File: config.mk
export PLATFORM = sky130hd
export DESIGN_NAME = idle_sleep_coordinator_unit
export DESIGN_NICKNAME = d
export VERILOG_FILES = /design/src/isc_pkg.sv /design/src/idle_sleep_coordinator_unit.sv
export VERILOG_INCLUDE_DIRS = /design/src /design/src/src
export SDC_FILE = /design/constraint.sdc
export NUM_CORES = 1
export LEC_CHECK = 0
export BUFFER_PORTS_ARGS = -buffer_cell sky130_fd_sc_hd__buf_2
export CAP_MARGIN = 15
export CORE_MARGIN = 3
export CORE_UTILIZATION = 58
export CTS_BUF_LIST = sky130_fd_sc_hd__clkbuf_4
export CTS_CLUSTER_DIAMETER = 80
export CTS_CLUSTER_SIZE = 16
export DETAILED_ROUTE_END_ITERATION = 6
export PLACE_DENSITY = 0.79
export SLEW_MARGIN = 20
export SYNTH_ARGS = -nofsm -noshare
export SYNTH_HDL_FRONTEND = slang
export SYNTH_SLANG_ARGS = --single-unit
export TNS_END_PERCENT = 10
File: constraint.sdc
create_clock -name clk -period 9.1 [get_ports clk]
set_input_delay 1.82 -clock clk [delete_from_list [all_inputs] [get_ports clk]]
set_output_delay 1.82 -clock clk [all_outputs]
set_load 0.005 [all_outputs]
File: src/idle_sleep_coordinator_unit_defines.svh
// Assertion macros shared by the idle sleep coordinator RTL.
`ifndef IDLE_SLEEP_COORDINATOR_UNIT_DEFINES_SVH
`define IDLE_SLEEP_COORDINATOR_UNIT_DEFINES_SVH

// Same-cycle implication, disabled while reset is asserted.
`define ISC_ASSERT_IMP(label, clk, rst_n, ante, cons) \
    label: assert property (@(posedge clk) disable iff (!rst_n) (ante) |-> (cons)) \
        else $error("isc: same-cycle check failed");

// Next-cycle implication, disabled while reset is asserted.
`define ISC_ASSERT_NEXT(label, clk, rst_n, ante, cons) \
    label: assert property (@(posedge clk) disable iff (!rst_n) (ante) |=> (cons)) \
        else $error("isc: next-cycle check failed");

`endif

File: src/isc_pkg.sv
// Package with the types, codes and update functions of the idle sleep coordinator.
package isc_pkg;

    typedef enum logic [1:0] {
        MODE_ACTIVE = 2'd0,
        MODE_IDLE   = 2'd1,
        MODE_SLEEP  = 2'd2
    } mode_t;

    typedef enum logic [2:0] {
        FUNC_POLL       = 3'd0,
        FUNC_LIGHT      = 3'd1,
        FUNC_INDICATOR  = 3'd2,
        FUNC_USB        = 3'd3,
        FUNC_USER_WAKE  = 3'd4,
        FUNC_REMOTE     = 3'd5,
        FUNC_COMMISSION = 3'd6
    } func_t;

    typedef enum logic [2:0] {
        CFG_GATE_ON_IDLE   = 3'd0,
        CFG_IDLE_SETTLE    = 3'd1,
        CFG_USER_HOLD      = 3'd2,
        CFG_MATTER_HOLD    = 3'd3,
        CFG_USB_PERIOD     = 3'd4
    } cfg_index_t;

    localparam int HB_LIGHT      = 0;
    localparam int HB_INDICATOR  = 1;
    localparam int HB_USB        = 2;
    localparam int HB_BUTTON     = 3;
    localparam int HB_USER       = 4;
    localparam int HB_COMMISSION = 5;
    localparam int HB_DEBUG      = 6;

    localparam logic        GATE_RESET         = 1'b1;
    localparam logic [15:0] IDLE_SETTLE_RESET  = 16'd3000;
    localparam logic [15:0] USER_HOLD_RESET    = 16'd2000;
    localparam logic [15:0] MATTER_HOLD_RESET  = 16'd8000;
    localparam logic [15:0] USB_PERIOD_RESET   = 16'd1000;

    typedef struct packed {
        mode_t       mode;
        logic [6:0]  holds;
        logic [15:0] idle_time;
        logic [15:0] wake_left;
        logic [15:0] usb_time;
        logic        suspended;
        logic        pulse_suspend;
        logic        pulse_resume;
    } ctx_t;

    function automatic logic [15:0] sat_add16(logic [15:0] a, logic [15:0] b);
        logic [16:0] s;
        s = {1'b0, a} + {1'b0, b};
        return s[16] ? 16'hFFFF : s[15:0];
    endfunction

    function automatic ctx_t go_active(ctx_t c);
        ctx_t r;
        r = c;
        if (r.suspended)
        begin
            r.suspended    = 1'b0;
            r.pulse_resume = 1'b1;
        end
        r.idle_time = '0;
        r.mode      = MODE_ACTIVE;
        return r;
    endfunction

    function automatic ctx_t evaluate(ctx_t c, logic gate, logic [15:0] settle);
        ctx_t r;
        r = c;
        if (!gate || (r.holds != '0))
        begin
            r = go_active(r);
        end
        else if (r.mode == MODE_SLEEP)
        begin
            r = c;
        end
        else if (r.mode != MODE_IDLE)
        begin
            r.idle_time = '0;
            r.mode      = MODE_IDLE;
        end
        else if (r.idle_time >= settle)
        begin
            r.suspended     = 1'b1;
            r.pulse_suspend = 1'b1;
            r.mode          = MODE_SLEEP;
        end
        return r;
    endfunction

    function automatic ctx_t usb_event(ctx_t c, logic present, logic allow,
                                       logic gate, logic [15:0] settle);
        ctx_t r;
        r = c;
        r.holds[HB_USB] = present;
        if (!allow)
        begin
            if (present)
            begin
                r.idle_time = '0;
                r.mode      = MODE_ACTIVE;
            end
            else if ((r.holds == '0) && (r.mode == MODE_ACTIVE))
            begin
                r.idle_time = '0;
                r.mode      = MODE_IDLE;
            end
        end
        else
        begin
            if (present)
            begin
                r = go_active(r);
            end
            r = evaluate(r, gate, settle);
        end
        return r;
    endfunction

    function automatic ctx_t level_event(ctx_t c, int bit_idx, logic lvl,
                                         logic gate, logic [15:0] settle);
        ctx_t r;
        r = c;
        r.holds[bit_idx] = lvl;
        if (lvl)
        begin
            r = go_active(r);
        end
        return evaluate(r, gate, settle);
    endfunction

endpackage

File: src/idle_sleep_coordinator_unit.sv
// Top level of the idle sleep coordinator: input register, update logic and result register.
//
// Usage: event and poll items enter on the input channel (in_valid/in_ready with
// func, level, allow_io and elapsed_ms); each item yields exactly one result beat on
// the output channel (out_valid/out_ready with run_state, hold_mask,
// peripherals_suspended, suspend_pulse and resume_pulse). Registers are written
// through the cfg channel (cfg_valid/cfg_ready, cfg_index, cfg_data), which is
// always ready and should only be used while no item is in flight.
// Each item passes through the input register, then the state update and result are
// registered together. One item is accepted every cycle while the receiver does not
// stall; the rate is set by the single update stage that reads and writes the
// coordinator state.
// When the receiver stalls, the result register holds its beat and the input
// register still takes one further item if it is empty, after which in_ready drops.
// Reset clears both stages, loads the register defaults (gating on, settle 3000 ms,
// user hold 2000 ms, remote hold 8000 ms, USB period 1000 ms) and puts the block
// in the active state with no holds.
`include "idle_sleep_coordinator_unit_defines.svh"

module idle_sleep_coordinator_unit (
    input  logic        clk,
    input  logic        rst_n,
    input  logic        in_valid,
    output logic        in_ready,
    input  logic [2:0]  func,
    input  logic        level,
    input  logic        allow_io,
    input  logic [15:0] elapsed_ms,
    output logic        out_valid,
    input  logic        out_ready,
    output logic [1:0]  run_state,
    output logic [6:0]  hold_mask,
    output logic        peripherals_suspended,
    output logic        suspend_pulse,
    output logic        resume_pulse,
    input  logic        cfg_valid,
    output logic        cfg_ready,
    input  logic [2:0]  cfg_index,
    input  logic [15:0] cfg_data
);
    import isc_pkg::*;

    logic        in_valid_reg;
    logic [2:0]  func_reg;
    logic        level_reg;
    logic        allow_io_reg;
    logic [15:0] elapsed_reg;

    logic        out_valid_reg;
    logic [1:0]  run_state_reg;
    logic [6:0]  hold_mask_reg;
    logic        suspended_out_reg;
    logic        suspend_pulse_reg;
    logic        resume_pulse_reg;

    logic        gate_reg;
    logic [15:0] settle_reg;
    logic [15:0] user_hold_reg;
    logic [15:0] matter_hold_reg;
    logic [15:0] usb_period_reg;

    mode_t       mode_reg;
    logic [6:0]  holds_reg;
    logic [15:0] idle_time_reg;
    logic [15:0] wake_left_reg;
    logic [15:0] usb_time_reg;
    logic        suspended_reg;

    logic        advance;
    logic        work;
    logic        cfg_write;
    ctx_t        cur;
    ctx_t        ctx_next;

    assign advance   = !out_valid_reg || out_ready;
    assign work      = in_valid_reg && advance;
    assign in_ready  = !in_valid_reg || advance;
    assign cfg_ready = 1'b1;
    assign cfg_write = cfg_valid && cfg_ready;

    assign cur = '{mode: mode_reg, holds: holds_reg, idle_time: idle_time_reg,
                   wake_left: wake_left_reg, usb_time: usb_time_reg,
                   suspended: suspended_reg, pulse_suspend: 1'b0, pulse_resume: 1'b0};

    always_comb
    begin
        ctx_next = cur;
        case (func_t'(func_reg))
            FUNC_POLL:
            begin
                if (ctx_next.wake_left != '0)
                begin
                    if (elapsed_reg >= ctx_next.wake_left)
                    begin
                        ctx_next.wake_left         = '0;
                        ctx_next.holds[HB_BUTTON]  = 1'b0;
                        ctx_next.holds[HB_USER]    = 1'b0;
                        ctx_next = evaluate(ctx_next, gate_reg, settle_reg);
                    end
                    else
                    begin
                        ctx_next.wake_left = ctx_next.wake_left - elapsed_reg;
                    end
                end
                ctx_next.usb_time = sat_add16(ctx_next.usb_time, elapsed_reg);
                if (ctx_next.usb_time >= usb_period_reg)
                begin
                    ctx_next.usb_time = '0;
                    ctx_next = usb_event(ctx_next, level_reg, 1'b1, gate_reg, settle_reg);
                end
                if (ctx_next.mode == MODE_IDLE)
                begin
                    ctx_next.idle_time = sat_add16(ctx_next.idle_time, elapsed_reg);
                    if (ctx_next.idle_time >= settle_reg)
                    begin
                        ctx_next = evaluate(ctx_next, gate_reg, settle_reg);
                    end
                end
            end
            FUNC_LIGHT:
            begin
                ctx_next = level_event(cur, HB_LIGHT, level_reg, gate_reg, settle_reg);
            end
            FUNC_INDICATOR:
            begin
                ctx_next = level_event(cur, HB_INDICATOR, level_reg, gate_reg, settle_reg);
            end
            FUNC_USB:
            begin
                ctx_next = usb_event(cur, level_reg, allow_io_reg, gate_reg, settle_reg);
            end
            FUNC_USER_WAKE:
            begin
                ctx_next.holds[HB_BUTTON] = 1'b1;
                ctx_next.holds[HB_USER]   = 1'b1;
                ctx_next.wake_left        = user_hold_reg;
                ctx_next = go_active(ctx_next);
                ctx_next = evaluate(ctx_next, gate_reg, settle_reg);
            end
            FUNC_REMOTE:
            begin
                ctx_next.holds[HB_USER] = 1'b1;
                if (ctx_next.wake_left < matter_hold_reg)
                begin
                    ctx_next.wake_left = matter_hold_reg;
                end
                ctx_next = go_active(ctx_next);
                ctx_next = evaluate(ctx_next, gate_reg, settle_reg);
            end
            FUNC_COMMISSION:
            begin
                ctx_next = level_event(cur, HB_COMMISSION, level_reg, gate_reg, settle_reg);
            end
            default:
            begin
                ctx_next = cur;
            end
        endcase
    end

    always_ff @(posedge clk or negedge rst_n)
    begin
        if (!rst_n)
        begin
            in_valid_reg  <= 1'b0;
            out_valid_reg <= 1'b0;
        end
        else
        begin
            if (in_ready)
            begin
                in_valid_reg <= in_valid;
            end
            if (advance)
            begin
                out_valid_reg <= in_valid_reg;
            end
        end
    end

    always_ff @(posedge clk)
    begin
        if (in_valid && in_ready)
        begin
            func_reg     <= func;
            level_reg    <= level;
            allow_io_reg <= allow_io;
            elapsed_reg  <= elapsed_ms;
        end
        if (work)
        begin
            run_state_reg     <= ctx_next.mode;
            hold_mask_reg     <= ctx_next.holds;
            suspended_out_reg <= ctx_next.suspended;
            suspend_pulse_reg <= ctx_next.pulse_suspend;
            resume_pulse_reg  <= ctx_next.pulse_resume;
        end
    end

    always_ff @(posedge clk or negedge rst_n)
    begin
        if (!rst_n)
        begin
            gate_reg        <= GATE_RESET;
            settle_reg      <= IDLE_SETTLE_RESET;
            user_hold_reg   <= USER_HOLD_RESET;
            matter_hold_reg <= MATTER_HOLD_RESET;
            usb_period_reg  <= USB_PERIOD_RESET;
            mode_reg        <= MODE_ACTIVE;
            holds_reg       <= '0;
            idle_time_reg   <= '0;
            wake_left_reg   <= '0;
            usb_time_reg    <= '0;
            suspended_reg   <= 1'b0;
        end
        else if (cfg_write)
        begin
            case (cfg_index_t'(cfg_index))
                CFG_GATE_ON_IDLE:
                begin
                    gate_reg            <= cfg_data[0];
                    holds_reg[HB_DEBUG] <= !cfg_data[0];
                end
                CFG_IDLE_SETTLE: settle_reg      <= cfg_data;
                CFG_USER_HOLD:   user_hold_reg   <= cfg_data;
                CFG_MATTER_HOLD: matter_hold_reg <= cfg_data;
                CFG_USB_PERIOD:  usb_period_reg  <= cfg_data;
                default:         gate_reg        <= gate_reg;
            endcase
        end
        else if (work)
        begin
            mode_reg      <= ctx_next.mode;
            holds_reg     <= ctx_next.holds;
            idle_time_reg <= ctx_next.idle_time;
            wake_left_reg <= ctx_next.wake_left;
            usb_time_reg  <= ctx_next.usb_time;
            suspended_reg <= ctx_next.suspended;
        end
    end

    assign out_valid             = out_valid_reg;
    assign run_state             = run_state_reg;
    assign hold_mask             = hold_mask_reg;
    assign peripherals_suspended = suspended_out_reg;
    assign suspend_pulse         = suspend_pulse_reg;
    assign resume_pulse          = resume_pulse_reg;

    // A suspend beat always reports the sleep state with the peripherals down.
    `ISC_ASSERT_IMP(a_suspend_beat, clk, rst_n, out_valid_reg && suspend_pulse_reg, suspended_out_reg && (run_state_reg == MODE_SLEEP))
    // A resume beat never reports suspended peripherals or a suspend in the same beat.
    `ISC_ASSERT_IMP(a_resume_beat, clk, rst_n, out_valid_reg && resume_pulse_reg, !suspended_out_reg && !suspend_pulse_reg)
    // The debug force hold always mirrors the inverse of the gating register.
    `ISC_ASSERT_IMP(a_debug_hold, clk, rst_n, 1'b1, holds_reg[HB_DEBUG] == !gate_reg)
    // An item processed by the update stage appears as a result beat in the next cycle.
    `ISC_ASSERT_NEXT(a_work_result, clk, rst_n, work, out_valid_reg)

endmodule

==> results of run 1 <==
## kinds of logic (layout without fill, tap and decap cells)
family                     after synthesis  after routing
AOI/OAI and AO/OA                      323            323
and+or+nand+nor                        369            369
buffers and inverters                  122            200
DFF                                    158            158
adders and majority gates              148            148
xor gates and xnor gates                33             33
other                                    1              2
muxes                                   61             61
## final cells by class
| cell class | count | share of cell area |
|---|---|---|
| clock inverter | 15 | 0.0155 |
| clock buffer | 17 | 0.0102 |
| timing repair buffer | 85 | 0.0396 |
| multi-input combinational | 935 | 0.551 |
| antenna | 1 | 0.000200 |
| sequential | 158 | 0.332 |
| tap | 260 | 0.0260 |
| inverter | 83 | 0.0249 |
## timing repair
action,CTS,global route
gates resized for setup,0,11
endpoints found under the setup margin,0,24
buffers inserted,0,4
## placed cells by master, fill, tap and decap left out, types with 8 or more instances in the layout
cell / netlist / final
o22a_1: 10 / 10
inv_1: 83 / 83
dfrtp_1: 99 / 99
or3_1: 11 / 11
mux2i_1: 20 / 20
a21oi_1: 63 / 62
nor3_1: 21 / 20
nor2b_1: 29 / 29
xnor2_1: 21 / 21
a21o_1: 25 / 25
a211oi_1: 8 / 8
xor2_1: 12 / 12
nor2_1: 70 / 69
buf_2: 3 / 57
o21ai_0: 95 / 92
edfxtp_1: 33 / 33
nand3_1: 14 / 14
a22o_1: 30 / 30
nand2b_1: 25 / 25
and2_1: 37 / 37
nand2_1: 113 / 113
mux2_2: 41 / 41
nor4_1: 9 / 9
dfstp_2: 26 / 26
buf_4: 2 / 28
o21a_1: 15 / 15
ha_1: 145 / 145
clkbuf_4: 0 / 17
nand4_1: 16 / 16
## metrics by stage
stage	power (mW)	instances	utilization	hold slack (ns)
after floorplan	1.92	1215	-	0.454
after global placement	2.26	1517	0.635	0.468
after detailed placement	2.30	1517	0.635	0.471
after CTS	2.77	1549	0.652	0.502
after global routing	3.02	1554	0.655	0.536
final	2.82	1554	0.655	0.502
## per-layer routing
metal / vias to the layer above / GRT usage / part of all wire
li1: 4551 / - / -
met1: 4703 / 0.388 / 0.44
met2: 371 / 0.463 / 0.47
met3: 63 / 0.0376 / 0.060
met4: 0 / 0.105 / 0.032
met5: - / 0 / 0
## report_power, final
group | total (mW) | switching [mW] | internal, mW
Combinational | 1.35 | 0.786 | 0.564
Clock | 0.467 | 0.312 | 0.156
Sequential | 1.01 | 0.118 | 0.887
## worst paths after layout
path	start	cells past startpoint	slack (ns)	endpoint
hold reg to reg	usb_time_reg[12]	1	0.50	usb_time_reg[12]
min in group asynchronous	rst_n	1	1.25	wake_left_reg[8]
max in group asynchronous	rst_n	2	6.46	idle_time_reg[12]
hold / removal	usb_time_reg[12]	1	0.50	usb_time_reg[12]
setup / recovery	elapsed_reg[0]	40	0.40	run_state[0]
setup reg to reg	elapsed_reg[0]	40	0.40	run_state[0]
## worst reg2reg max path: cells and delay by family, from the launching register on
kind | cells | cell delay [ns]
compound gates | 25 | 4.80
fa+ha+maj | 6 | 1.76
simple gates | 8 | 1.41
flops | 1 | 0.45
buf+inv | 1 | 0.06
==> metrics.md, run 1 <==
| Metric | Value |
|---|---|
| TritonCTS clock tree | `built` |
| Ports | `60` |
| Fill cell total of the finished layout | `1541` |
| Total CTS buffers | `17` |
| P per Cell Area | `226 mW/mm²` |
| Final Cell Area | `0.0125 mm²` |
| Placer congestion estimate | `0.958` |
| First DRT Iteration DRCs | `672` |
| Post-CTS Hold Fix Bufs | `0` |
| Register area share after synthesis | `0.362` |
| Synthesized net count | `1408` |
| Hold Fails Final Rpt | `0` |
| CTS Sinks | `158` |
| Clock latency on the worst-skew pair | `0.60 ns` |
| Worst setup EP type | `flop` |
| Post-synthesis mux area share | `0.0577` |
| Post-Syn Area | `0.0115 mm²` |
| Drt via density | `6.23` |
| Post-synth EDFFs | `33` |
| Pleak | `5.91 nW` |
| CP max-delay cell | `a2111oi_1` |
| Post-layout min period | `8.70 ns` |
| Warnings, synthesis | `0` |
| Synth Area in Adders | `0.164` |
| Die height | `147 µm` |
| Reg area | `0.00415 mm²` |
| Crit path buf inv count | `1` |
| Period utilization | `0.956` |
| Starting Density | `0.601` |
| Hpwl dp | `23.6 mm` |
| Total wire length | `30.6 mm` |
| Max-slew violation count | `0` |
| Post-Synth Simple-Gate Area | `0.160` |
| Main synth FF type | `dfrtp_1` |
| H-tree Lvls | `4` |
| Initial antenna violation count | `1` |
| Worst-margin pin slew | `1.07 ns` |
| Fin nets | `1473` |
| First-pass GRT wire length | `49.1 mm` |
| Drt drc | `0` |
| Maximum VDD drop | `0.146 mV` |
| Synth top area share | `0.216` |
| Drt wl/cell | `19.7 µm` |
| Netlist cell types | `76` |
| Pre-antenna DRT Iters | `6` |
| Crit-path max FO | `6` |
| Overall Global Routing Usage | `0.284` |
| Ys async rst share | `0.791` |
| Die footprint | `0.0215 mm²` |
| Startpoint types | `flop` |
| PortBufs | `58` |
| Crit-path leading delay family | `compound AO/OA/AOI/OAI gates` |
| Core area | `0.0191 mm²` |
| TNS Setup | `0 ns` |
| Via count | `9688` |
| # rows | `50` |
| Max Clock Freq | `115 MHz` |
| Max-cap violations | `0` |
| Share of cells above drive strength 1 | `0.160` |
| Cell taking the most area after synthesis | `dfrtp_1` |
| Cells after Synth | `1215` |
| Outcome | `finished clean` |
| DIE WIDTH | `147 µm` |
| Avg Inst Size Synth | `9.43 µm²` |
| Seq cells post-synth | `158` |
| Synth Area in XOR/XNOR | `0.0252` |
| Largest cells by area after synthesis | `dfrtp_1 (22%), ha_1 (16%), edfxtp_1 (8.6%)` |
| Max stage delay on crit path | `0.53 ns` |
| Complex-gate fraction of the synthesized area | `0.188` |
| Root buffer cell | `clkbuf_4` |
| Largest net degree at the start of global routing | `69` |
| Synth-to-layout area growth | `9.05%` |
| Commonest cells post-synth | `ha_1 (145), nand2_1 (113), dfrtp_1 (99), o21ai_0 (95), inv_1 (83)` |
| Clock Path Buffers | `2` |
| Total gr overflow | `0` |
| Placed standard-cell area | `0.0121 mm²` |
| Max_slew headroom | `0.286` |
| Main combinational cell family by area after synthesis | `compound AO/OA/AOI/OAI gates` |
| Final worst slack | `0.402 ns` |
| Most frequent cell after synthesis | `ha_1` |
| WS Path Type | `reg -> reg` |
| Max Clock Skew | `0.0309 ns` |
| Setup violations, final | `0` |
| Required @ worst endpoint | `9.49 ns` |
| Multi-input combinational cell area | `0.00689 mm²` |
| Pre-CTS setup slack | `-0.00442 ns` |
| Clock input transition at the sequential cells of the worst setup and hold paths | `0.18 ns` |
| Vias in the first global route | `9414` |
| WP data arrival | `9.08 ns` |
| Min-delay worst type | `reg -> reg` |
| Antenna Violating Nets Remaining | `0` |
(Power assumes the default switching activity.)
==> run 2, diff against run 1 <==
--- a/config.mk
+++ b/config.mk
@@ -6,6 +6,7 @@
 export SDC_FILE = /design/constraint.sdc
 export NUM_CORES = 1
 export LEC_CHECK = 0
+export ABC_AREA = 1
 export BUFFER_PORTS_ARGS = -buffer_cell sky130_fd_sc_hd__buf_2
 export CAP_MARGIN = 15
 export CORE_MARGIN = 3
==> metrics.md, run 2 <==
| Metric | Value |
|---|---|
| Outcome | `finished clean` |
| Via count | `11.2k` |
| Synthesized net count | `1819` |
| Required @ worst endpoint | `9.55 ns` |
| Comb power frac | `0.603` |
| Crit-path max FO | `18` |
| Main synth FF type | `dfrtp_1` |
| Root buffer cell | `clkbuf_4` |
| Max_slew headroom | `0.259` |
| Fill cell total of the finished layout | `1826` |
| Total gr overflow | `0` |
| Synth top area share | `0.201` |
| PortBufs | `58` |
| Core area | `0.0206 mm²` |
| Most common cell after layout, fill and taps aside | `nand2_1` |
| Vias in the first global route | `10.5k` |
| Final design utilization | `0.636` |
| First-pass GRT wire length | `53.2 mm` |
| Max stage delay on crit path | `0.50 ns` |
| Max-slew violation count | `0` |
| Cell taking the most area after synthesis | `dfrtp_1` |
| Placed cells | `1914` |
| Share of cells above drive strength 1 | `0.111` |
| Overall Global Routing Usage | `0.297` |
| Hold Fails Final Rpt | `0` |
| Starting Density | `0.598` |
| Antenna Violating Nets Remaining | `0` |
| Sw frac | `0.496` |
| Max Clock Skew | `0.0260 ns` |
| # rows | `52` |
| Clock input transition at the sequential cells of the worst setup and hold paths | `0.14 ns` |
| Ys async rst share | `0.791` |
| Power, Total | `3.87 mW` |
| Post-CTS Hold Fix Bufs | `0` |
| Placer congestion estimate | `0.957` |
| TritonCTS clock tree | `built` |
| Synth-to-layout area growth | `6.30%` |
| Maximum VDD drop | `0.193 mV` |
| Pint | `1.95 mW` |
| Startpoint types | `flop` |
| Netlist cell types | `62` |
| Pre-antenna DRT Iters | `5` |
| CP max-delay cell | `edfxtp_1` |
| Most common cell on crit path | `nand2_1` |
| CTS Sinks | `158` |
| Pleak | `6.96 nW` |
| Largest net degree at the start of global routing | `71` |
| WS Path Type | `reg -> reg` |
| Avg Inst Size Synth | `7.57 µm²` |
| Seq cells post-synth | `158` |
| Net Switching | `1.92 mW` |
| Flop pwr share | `0.274` |
| H-tree Lvls | `4` |
| Most frequent cells in the layout | `nand2_1 (378), inv_1 (262), ha_1 (145), o21ai_0 (130), a21oi_1 (111)` |
| Clock Path Buffers | `2` |
| Period utilization | `0.891` |
| Setup violations, final | `0` |
| Cts repair resizes | `0` |
| Drt drc | `0` |
| Worst setup EP type | `flop` |
| Min-delay worst type | `reg -> reg` |
| Largest cells by area after synthesis | `dfrtp_1 (20%), ha_1 (15%), nand2_1 (12%)` |
| Post-layout min period | `8.11 ns` |
| TNS Setup | `0 ns` |
| Register area share after synthesis | `0.337` |
| Total CTS buffers | `17` |
| Unrepaired setup endpoints after global routing | `no` |
| Worst-margin pin slew | `1.11 ns` |
| Fin nets | `1857` |
| Initial antenna violation count | `2` |
| Drt wl/cell | `17.1 µm` |
| Max Clock Freq | `123 MHz` |
| Warnings, synthesis | `0` |
| Post-synth EDFFs | `33` |
| Final cell count without fillers | `1948` |
| Max-cap violations | `0` |
| Ports | `60` |
| Commonest cells post-synth | `nand2_1 (379), inv_1 (262), ha_1 (145), o21ai_0 (130), a21oi_1 (111)` |
| Total wire length | `33.2 mm` |
| DIE WIDTH | `152 µm` |
| Cells after Synth | `1626` |
| First DRT Iteration DRCs | `865` |
| Die height | `152 µm` |
| WP data arrival | `8.56 ns` |
| Clock power share | `0.123` |
| Die footprint | `0.0230 mm²` |
| Post-Syn Area | `0.0123 mm²` |
| Crit-path leading delay family | `simple AND/OR/NAND/NOR gates` |
| Clock latency on the worst-skew pair | `0.60 ns` |
| P per Cell Area | `296 mW/mm²` |
| Post-CTS Setup Bufs | `0` |
| Drt via density | `5.73` |
| Hpwl dp | `25.3 mm` |
| Crit path buf inv count | `7` |
| Most frequent cell after synthesis | `nand2_1` |
## run 2: cell count changes in the layout (fill, tap and decap cells not counted), sizes merged, moves of 20 or more
cell and change:
nand2 +277, a21oi +50, and2 -37, nand2b -25
mux2 -41, buf -20, nor2b -29, mux2i -20
nor2 +26, inv +178, o21ai +50, nand3 +79
## run 2: path summary, 6_finish.rpt
path	startpoint	endpoint	slack (ns)	depth (start not counted)
max in group asynchronous	rst_n	matter_hold_reg[5]	6.46	2
min in group asynchronous	rst_n	usb_time_reg[8]	1.25	1
min	matter_hold_reg[3]	matter_hold_reg[3]	0.50	2
min reg2reg	matter_hold_reg[3]	matter_hold_reg[3]	0.50	2
max reg2reg	elapsed_reg[0]	peripherals_suspended	0.99	48
max	elapsed_reg[0]	peripherals_suspended	0.99	48
## run 2: metal layers
metal / vias to the layer above / routed length (µm) / global-route usage
li1: 5455 / - / -
met1: 5201 / 14200 / 0.391
met2: 412 / 15600 / 0.488
met3: 84 / 2120 / 0.0440
met4: 2 / 1350 / 0.126
met5: - / 9 / 0
## run 2: cell type report
| cell class | count | area, µm² | area share |
|---|---|---|---|
| antenna | 1 | 2.50 | 0.000191 |
| clock buffer | 19 | 143 | 0.0109 |
| clock inverter | 13 | 163 | 0.0124 |
| inverter | 265 | 995 | 0.0760 |
| multi-input combinational | 1157 | 6940 | 0.531 |
| sequential | 158 | 4150 | 0.317 |
| tap | 270 | 338 | 0.0258 |
| timing repair buffer | 65 | 349 | 0.0267 |
## run 2: cells by family after synthesis
family,count (synthesis),synth area share
other,1,0.000305
flip-flops,158,0.337
AND/OR/NAND/NOR,637,0.225
AO/OA/AOI/OAI,344,0.166
XOR/XNOR,27,0.0192
buffers and inverters,311,0.0992
adder cells (fa/ha/maj),148,0.152
## run 2: per-stage QoR
stage                     cell area, µm²  worst slack [ns]  hold WS [ns]
final                              13100             0.993         0.501
after detailed placement           12800              1.16         0.473
after floorplan                    12300              2.29         0.453
after global routing               13100             0.219         0.524
after CTS                          13100              1.11         0.503
after global placement             12800              1.43         0.466
## run 2: power by group through the flow
stage          Sequential [mW]  Combinational, mW  Clock, mW
6_report                  1.06               2.33      0.476
5_1_grt                   1.08               2.66      0.505
4_1_cts                   1.06               2.31      0.479
3_5_place_dp              1.07               2.29          0
3_3_place_gp              1.06               2.23          0
2_1_floorplan             1.02               1.85          0
## run 2: worst min-delay path: cells and delay by family (launching register included)
family	cells	cell delay (ns)
compound gates	1	0.06
simple gates	1	0.05
flops	1	0.37
